$ cat config.mk
export PLATFORM = sky130hd
export DESIGN_NAME = busy_window_utilization_monitor_core
export DESIGN_NICKNAME = d
export VERILOG_FILES = /design/src/hdl/bwum_pkg.sv /design/src/hdl/busy_window_utilization_monitor_core.sv
export SDC_FILE = /design/constraint.sdc
export NUM_CORES = 2
export LEC_CHECK = 0
export BUFFER_PORTS_ARGS = -buffer_cell sky130_fd_sc_hd__buf_4
export CAP_MARGIN = 10
export CELL_PAD_IN_SITES_DETAIL_PLACEMENT = 1
export CELL_PAD_IN_SITES_GLOBAL_PLACEMENT = 1
export CORE_UTILIZATION = 46
export CTS_CLUSTER_DIAMETER = 200
export DETAILED_ROUTE_END_ITERATION = 16
export PLACE_DENSITY = 0.9
export SETUP_SLACK_MARGIN = 0.5
export SYNTH_ARGS = -nofsm -noshare
export SYNTH_HDL_FRONTEND = slang
export SYNTH_SLANG_ARGS = --single-unit
$ cat constraint.sdc
create_clock -name clk_i -period 13.7 [get_ports clk_i]
set_clock_uncertainty 0.2 [all_clocks]
set_input_delay 2.055 -clock clk_i [delete_from_list [all_inputs] [get_ports clk_i]]
set_output_delay 2.055 -clock clk_i [all_outputs]
set_load 0.005 [all_outputs]
$ cat src/hdl/bwum_pkg.sv
`timescale 1ns / 1ps

package bwum_pkg;

  // Default values for the top level parameters
  localparam int unsigned CounterBitsDef  = 32;
  localparam int unsigned PctFracBitsDef  = 8;

  // Fixed field widths
  localparam int unsigned DataW   = 32;
  localparam int unsigned WinW    = 16;
  localparam int unsigned BusyW   = 48;
  localparam int unsigned PctW    = 15;
  localparam int unsigned OpW     = 2;
  localparam int unsigned CfgIdxW = 2;

  localparam int unsigned MsPerS  = 1000;
  localparam int unsigned PctFull = 100;

  // Register reset values
  localparam logic [DataW-1:0] ClockRateRst = 32'd100000000;
  localparam logic [WinW-1:0]  WindowLenRst = 16'd1000;

  typedef enum logic [OpW-1:0] {
    OP_LOOP_BEGIN = 2'd0,
    OP_LOOP_END   = 2'd1,
    OP_WIN_CHECK  = 2'd2,
    OP_RSVD       = 2'd3
  } op_e;

  typedef enum logic [CfgIdxW-1:0] {
    CFG_CLOCK_RATE = 2'd0,
    CFG_WINDOW_LEN = 2'd1,
    CFG_RAM_TOTAL  = 2'd2,
    CFG_STACK_TOP  = 2'd3
  } cfg_idx_e;

  typedef enum logic [6:0] {
    S_IDLE  = 7'b0000001,
    S_MUL   = 7'b0000010,
    S_CHECK = 7'b0000100,
    S_LOAD  = 7'b0001000,
    S_DIV   = 7'b0010000,
    S_STORE = 7'b0100000,
    S_OUT   = 7'b1000000
  } state_e;

endpackage

$ cat src/hdl/busy_window_utilization_monitor_core.sv
`timescale 1ns / 1ps

// Busy-window utilization monitor. Loop begin and loop end events are taken
// while the block stays idle (in_stall_o stays low). A window check that finds
// the window still open goes through S_MUL and S_CHECK back to idle; when it
// closes, one restoring divider is used twice (busy percent, then stack
// percent), QB = clog2(100*2^FRAC + 1) steps per pass (15 at the default 8
// fraction bits), and the result waits in S_OUT for the previous one to be
// taken. Inputs stall for the whole check. Percentages are fixed point with
// PERCENT_FRACTION_BITS fraction bits, truncated and capped at 100 percent.
module busy_window_utilization_monitor_core #(
  parameter int unsigned COUNTER_BITS          = bwum_pkg::CounterBitsDef,
  parameter int unsigned PERCENT_FRACTION_BITS = bwum_pkg::PctFracBitsDef
) (
  input  logic                             clk_i,
  input  logic                             rst_ni,

  input  logic                             cfg_we_i,
  input  logic [bwum_pkg::CfgIdxW-1:0]     cfg_idx_i,
  input  logic [bwum_pkg::DataW-1:0]       cfg_wdata_i,

  input  logic                             in_valid_i,
  output logic                             in_stall_o,
  input  logic [bwum_pkg::OpW-1:0]         operation_i,
  input  logic [bwum_pkg::DataW-1:0]       cycle_count_i,
  input  logic [bwum_pkg::DataW-1:0]       stack_pointer_i,

  output logic                             out_valid_o,
  input  logic                             out_stall_i,
  output logic [bwum_pkg::PctW-1:0]        cpu_busy_percent_o,
  output logic [bwum_pkg::DataW-1:0]       stack_used_bytes_o,
  output logic [bwum_pkg::PctW-1:0]        stack_use_percent_o
);

  localparam int unsigned DataW = bwum_pkg::DataW;
  localparam int unsigned BusyW = bwum_pkg::BusyW;
  localparam int unsigned PctW  = bwum_pkg::PctW;
  localparam int unsigned WinW  = bwum_pkg::WinW;
  // counter sample is at most as wide as the input field
  localparam int unsigned CntW  = (COUNTER_BITS < DataW) ? COUNTER_BITS : DataW;
  localparam int unsigned FullPct = bwum_pkg::PctFull << PERCENT_FRACTION_BITS;
  localparam int unsigned QB    = $clog2(FullPct + 1);
  localparam int unsigned ProdW = DataW + QB;
  localparam int unsigned CntQW = $clog2(QB + 1);
  localparam int unsigned NeedW = WinW + DataW;
  localparam logic [BusyW-1:0] BusyMax  = {BusyW{1'b1}};
  localparam logic [QB-1:0]    FullQ    = QB'(FullPct);
  localparam logic [NeedW-1:0] MsPerSW  = NeedW'(bwum_pkg::MsPerS);

  // configuration
  logic [DataW-1:0] clock_rate_q, ram_total_q, stack_top_q;
  logic [WinW-1:0]  window_len_q;

  // block state
  logic [CntW-1:0]  window_start_q, loop_start_q;
  logic [BusyW-1:0] busy_total_q, busy_total_d;

  bwum_pkg::state_e state_q, state_d;

  // per-check working registers
  logic [CntW-1:0]  now_q, now_d;
  logic [DataW-1:0] sp_q, sp_d;
  logic [CntW-1:0]  elapsed_q, elapsed_d;
  logic [NeedW-1:0] need_q, need_d;
  logic [DataW-1:0] used_q, used_d;
  logic             pass_q, pass_d;
  logic [DataW-1:0] den_q, den_d;
  logic [DataW-1:0] rem_q, rem_d;
  logic [QB-1:0]    quo_q, quo_d;
  logic [CntQW-1:0] cnt_q, cnt_d;
  logic [PctW-1:0]  busy_pct_q, busy_pct_d;

  logic             out_valid_q, out_valid_d;
  logic [PctW-1:0]  out_busy_q, out_busy_d;
  logic [DataW-1:0] out_used_q, out_used_d;
  logic [PctW-1:0]  out_stack_q, out_stack_d;

  logic [CntW-1:0]  loop_start_d, window_start_d;

  logic             in_xfer;
  logic [CntW-1:0]  in_now;
  logic [CntW-1:0]  span;

  // load / divide helpers
  logic [BusyW-1:0] ld_num;
  logic [DataW-1:0] ld_den;
  logic [ProdW-1:0] ld_prod;
  logic [NeedW-1:0] elapsed_ms_x;
  logic             reached;
  logic [DataW:0]   div_t;
  logic             div_ge;

  assign in_stall_o = (state_q != bwum_pkg::S_IDLE);
  assign in_xfer    = in_valid_i && !in_stall_o;
  assign in_now     = cycle_count_i[CntW-1:0];
  assign span       = in_now - loop_start_q;

  assign out_valid_o         = out_valid_q;
  assign cpu_busy_percent_o  = out_busy_q;
  assign stack_used_bytes_o  = out_used_q;
  assign stack_use_percent_o = out_stack_q;

  // window reached: elapsed*1000 >= window*clock, same as the ceil threshold
  assign elapsed_ms_x = NeedW'(elapsed_q) * MsPerSW;
  assign reached = (clock_rate_q == '0) ? (window_len_q == '0) : (elapsed_ms_x >= need_q);

  assign ld_num  = pass_q ? BusyW'(used_q) : busy_total_q;
  assign ld_den  = pass_q ? ram_total_q : DataW'(elapsed_q);
  assign ld_prod = ProdW'(ld_num[DataW-1:0]) * ProdW'(FullPct);

  assign div_t  = {rem_q, quo_q[QB-1]};
  assign div_ge = (div_t >= {1'b0, den_q});

  always_comb begin
    state_d        = state_q;
    now_d          = now_q;
    sp_d           = sp_q;
    elapsed_d      = elapsed_q;
    need_d         = need_q;
    used_d         = used_q;
    pass_d         = pass_q;
    den_d          = den_q;
    rem_d          = rem_q;
    quo_d          = quo_q;
    cnt_d          = cnt_q;
    busy_pct_d     = busy_pct_q;
    busy_total_d   = busy_total_q;
    loop_start_d   = loop_start_q;
    window_start_d = window_start_q;
    out_valid_d    = out_valid_q && out_stall_i;
    out_busy_d     = out_busy_q;
    out_used_d     = out_used_q;
    out_stack_d    = out_stack_q;

    case (state_q)
      bwum_pkg::S_IDLE: begin
        if (in_xfer) begin
          case (bwum_pkg::op_e'(operation_i))
            bwum_pkg::OP_LOOP_BEGIN: loop_start_d = in_now;
            bwum_pkg::OP_LOOP_END: begin
              // counter went backwards: nothing added
              if (in_now >= loop_start_q) begin
                if (BusyW'(span) >= BusyMax - busy_total_q) begin
                  busy_total_d = BusyMax;
                end else begin
                  busy_total_d = busy_total_q + BusyW'(span);
                end
              end
            end
            bwum_pkg::OP_WIN_CHECK: begin
              now_d   = in_now;
              sp_d    = stack_pointer_i;
              state_d = bwum_pkg::S_MUL;
            end
            default: ;
          endcase
        end
      end
      bwum_pkg::S_MUL: begin
        elapsed_d = (now_q >= window_start_q) ? now_q - window_start_q : '0;
        need_d    = NeedW'(window_len_q) * NeedW'(clock_rate_q);
        used_d    = (stack_top_q > sp_q) ? stack_top_q - sp_q : '0;
        state_d   = bwum_pkg::S_CHECK;
      end
      bwum_pkg::S_CHECK: begin
        pass_d  = 1'b0;
        state_d = reached ? bwum_pkg::S_LOAD : bwum_pkg::S_IDLE;
      end
      bwum_pkg::S_LOAD: begin
        den_d = ld_den;
        if (ld_den == '0) begin
          quo_d   = '0;
          state_d = bwum_pkg::S_STORE;
        end else if (ld_num >= BusyW'(ld_den)) begin
          quo_d   = FullQ;
          state_d = bwum_pkg::S_STORE;
        end else begin
          // top part of num*full is already below den
          rem_d   = ld_prod[ProdW-1:QB];
          quo_d   = ld_prod[QB-1:0];
          cnt_d   = CntQW'(QB);
          state_d = bwum_pkg::S_DIV;
        end
      end
      bwum_pkg::S_DIV: begin
        rem_d = div_ge ? DataW'(div_t - {1'b0, den_q}) : div_t[DataW-1:0];
        quo_d = {quo_q[QB-2:0], div_ge};
        cnt_d = cnt_q - 1'b1;
        if (cnt_q == CntQW'(1)) begin
          state_d = bwum_pkg::S_STORE;
        end
      end
      bwum_pkg::S_STORE: begin
        if (!pass_q) begin
          busy_pct_d = PctW'(quo_q);
          pass_d     = 1'b1;
          state_d    = bwum_pkg::S_LOAD;
        end else begin
          state_d    = bwum_pkg::S_OUT;
        end
      end
      bwum_pkg::S_OUT: begin
        // hold until the previous result has been taken
        if (!out_valid_q || !out_stall_i) begin
          out_valid_d    = 1'b1;
          out_busy_d     = busy_pct_q;
          out_used_d     = used_q;
          out_stack_d    = PctW'(quo_q);
          window_start_d = now_q;
          busy_total_d   = '0;
          state_d        = bwum_pkg::S_IDLE;
        end
      end
      default: state_d = bwum_pkg::S_IDLE;
    endcase
  end

  always_ff @(posedge clk_i or negedge rst_ni) begin
    if (!rst_ni) begin
      state_q        <= bwum_pkg::S_IDLE;
      out_valid_q    <= 1'b0;
      clock_rate_q   <= bwum_pkg::ClockRateRst;
      window_len_q   <= bwum_pkg::WindowLenRst;
      ram_total_q    <= '0;
      stack_top_q    <= '0;
      window_start_q <= '0;
      loop_start_q   <= '0;
      busy_total_q   <= '0;
      pass_q         <= 1'b0;
      cnt_q          <= '0;
    end else begin
      state_q        <= state_d;
      out_valid_q    <= out_valid_d;
      window_start_q <= window_start_d;
      loop_start_q   <= loop_start_d;
      busy_total_q   <= busy_total_d;
      pass_q         <= pass_d;
      cnt_q          <= cnt_d;
      if (cfg_we_i) begin
        case (bwum_pkg::cfg_idx_e'(cfg_idx_i))
          bwum_pkg::CFG_CLOCK_RATE: clock_rate_q <= cfg_wdata_i;
          bwum_pkg::CFG_WINDOW_LEN: window_len_q <= cfg_wdata_i[WinW-1:0];
          bwum_pkg::CFG_RAM_TOTAL:  ram_total_q  <= cfg_wdata_i;
          bwum_pkg::CFG_STACK_TOP:  stack_top_q  <= cfg_wdata_i;
          default: ;
        endcase
      end
    end
  end

  always_ff @(posedge clk_i) begin
    now_q       <= now_d;
    sp_q        <= sp_d;
    elapsed_q   <= elapsed_d;
    need_q      <= need_d;
    used_q      <= used_d;
    den_q       <= den_d;
    rem_q       <= rem_d;
    quo_q       <= quo_d;
    busy_pct_q  <= busy_pct_d;
    out_busy_q  <= out_busy_d;
    out_used_q  <= out_used_d;
    out_stack_q <= out_stack_d;
  end

endmodule

==> metrics.txt <==
Synthesis Warnings 0; drt pass-1 iters 6; critical path startpoint category register; sequential fraction of the synthesis area 0.284; largest net degree at the start of global routing 154; Cells after Synth roughly 5,700; CTS clock-pin slew for the worst setup and hold paths approximately 0.060 ns; DRC 0; Synth Register Bits approximately 570; Fill cells 13,400; # resized after CTS 0; TritonCTS Sinks ~570; EDFF count, synth about 330; first-pass GRT wire length between 200,000 and 300,000 um; CTS buffer count 67; final core utilization 0.508; vias per cell just over 6; crit path kind reg2reg; Die W 351 um; htree depth 3; Cell Area, Synth between 50,000 and 60,000 um^2; antenna violations before repair 19; asr flop ratio synth 0.417; DRC violation total after the first TritonRoute iteration about 4,100; Worst EP required 14.06 ns; CP max FO 6; data arrival time of the critical path around 8.6 ns; maxcap violations 0; Routed Antenna Nets 0; Die Span Y about 350 um; Min-Delay Path Class reg2reg; CTS tree done; final WL approximately 200,000 um; most frequent cells in the layout inv_1, nand2_1, fa_1; HPWL after DPL 147,000 um; GRT Overall Usage 0.318; Final Slew Violations 0; Worst-Margin Slew between 1 and 1.5 ns; max frequency 121 MHz; DR vias approximately 45,000; clk_lat worst skew around 0.66 ns; most common cell after layout, fill and taps aside inv_1; Mean Syn Cell Area between 9 and 10 um^2; CP Capture Type register; clk buf depth 3; die area between 100,000 and 150,000 um^2; Area growth syn-to-layout 9.09%; IO Count approximately 170; fin crit share 0.604; number of I/O port buffers about 170; Post-CTS Setup Repair Bufs 0; clock root buffer clkbuf_16; area of the core between 100,000 and 150,000 um^2; Final setup viols 0; final hold vios 0; total grt overflow 0; Fin Setup TNS 0 ns; CTS hold repair buffers 0; Synth Flop Type edfxtp_1; routability congestion estimate roughly 0.94; Synth Net Count 6,909; status finished, final reports clean; Starting Density 0.466; fin crit period roughly 8.3 ns; final net count ~7,000; RSZ-0062 raised after global routing false; vias in the first global route roughly 50,000; Synth cell types ~90; max_slew headroom 0.154; FP Rows approximately 130; share of layout cells above drive strength 1 0.0903; DR WL/cell 26.2 um
synth_stat cells, types with 30 or more instances:
cell | instances | share of area
and3_1 | 30 | 0.0033
mux2_2 | 151 | 0.030
mux2i_1 | 72 | 0.013
ha_1 | 538 | 0.12
clkbuf_1 | 167 | 0.011
a21o_1 | 148 | 0.020
nand2_1 | 594 | 0.040
nand2b_1 | 32 | 0.0036
nor3_1 | 51 | 0.0046
o21bai_1 | 41 | 0.0055
and2_1 | 187 | 0.021
nor2_1 | 244 | 0.016
o21a_1 | 43 | 0.0058
a21oi_1 | 274 | 0.024
fa_1 | 568 | 0.20
xnor2_1 | 150 | 0.023
nand4_1 | 50 | 0.0056
xor2_1 | 84 | 0.013
inv_1 | 956 | 0.064
dfrtp_1 | 218 | 0.097
edfxtp_1 | 332 | 0.18
o21ai_0 | 246 | 0.022
nand3_1 | 71 | 0.0063
registers in the layout, summed over array words and instances, names as in the netlist, 4 cells and up:
name                 count
busy_total_q            48
need_q                  48
clock_rate_q            32
den_q                   32
elapsed_q               32
loop_start_q            32
now_q                   32
ram_total_q             32
rem_q                   32
sp_q                    32
stack_top_q             32
stack_used_bytes_o      32
used_q                  32
window_start_q          32
window_len_q            16
busy_pct_q              15
cpu_busy_percent_o      15
quo_q                   15
stack_use_percent_o     15
state_q                  7
cnt_q                    4
layout make-up:
type / instances / area, um^2 / share of cell area
Antenna cell: 4 / 10.0 / 0.000164
Sequential cell: 569 / 15900 / 0.261
Clock inverter: 38 / 435 / 0.00712
Inverter: 957 / 3590 / 0.0588
Tap cell: 1612 / 2020 / 0.0330
Timing Repair Buffer: 209 / 1610 / 0.0263
Multi-Input combinational cell: 3970 / 35700 / 0.585
Clock buffer: 85 / 1800 / 0.0294
metal layers:
metal,wire length (um),global-route usage,share of wire,vias up
li1,-,-,-,19200
met1,75300,0.399,0.39,23100
met2,90700,0.515,0.47,2325
met3,16800,0.0645,0.086,687
met4,12100,0.173,0.062,12
met5,82,0,0.00042,-
metrics by stage:
step | std cells | worst slack, ns | hold WS, ns | instance area, um^2
6_report | 7444 | 5.43 | 0.218 | 61100
5_1_grt | 7440 | 5.07 | 0.226 | 61100
4_1_cts | 7439 | 5.59 | 0.220 | 61100
3_5_place_dp | 7316 | 5.34 | 0.206 | 58900
3_3_place_gp | 7316 | 5.68 | 0.201 | 58900
2_1_floorplan | 5698 | 5.92 | 0.200 | 56000
cells by family after synthesis:
logic type / after synthesis / synth area share
simple gates: 1379 / 0.116
buf+inv: 1159 / 0.0789
fa+ha+maj: 1106 / 0.323
compound gates: 1028 / 0.119
flops: 569 / 0.284
xor+xnor: 234 / 0.0366
mux: 223 / 0.0432
final timing paths:
| check | from | to | slack [ns] | cells after the start |
|---|---|---|---|---|
| max | elapsed_q[5]$_SDFFCE_PN0P_ | state_q[0]$_DFFE_PN1P_ | 5.43 | 24 |
| min | busy_pct_q[2]$_DFFE_PP_ | cpu_busy_percent_o[2]$_DFFE_PP_ | 0.22 | 0 |
| max reg2reg | elapsed_q[5]$_SDFFCE_PN0P_ | state_q[0]$_DFFE_PN1P_ | 5.43 | 24 |
| min reg2reg | busy_pct_q[2]$_DFFE_PP_ | cpu_busy_percent_o[2]$_DFFE_PP_ | 0.22 | 0 |
| max in group asynchronous | rst_ni | busy_total_q[36]$_DFFE_PN0P_ | 10.57 | 2 |
| min in group asynchronous | rst_ni | loop_start_q[26]$_DFFE_PN0P_ | 1.21 | 1 |
critical path: stages (launching register included):
cell and delay (ns):
edfxtp_1 0.47, inv_1 0.31, fa_1 0.52, fa_1 0.56, fa_1 0.45, fa_1 0.52
inv_1 0.04, ha_1 0.38, nand2_1 0.11, o21ai_0 0.36, nand3b_1 0.20, o211ai_1 0.68
a21oi_1 0.27, xnor2_1 0.24, ha_1 0.28, nand4_1 0.14, or2_2 0.15, nor2_1 0.08
o2111a_1 0.17, a211oi_1 0.62, o31ai_1 0.19, a221oi_1 0.31, o31a_1 0.57, mux2i_1 0.16
o2bb2ai_1 0.20
Power is not shown: default switching activity piles up to over one toggle a cycle in this logic, so the estimate is an artifact.
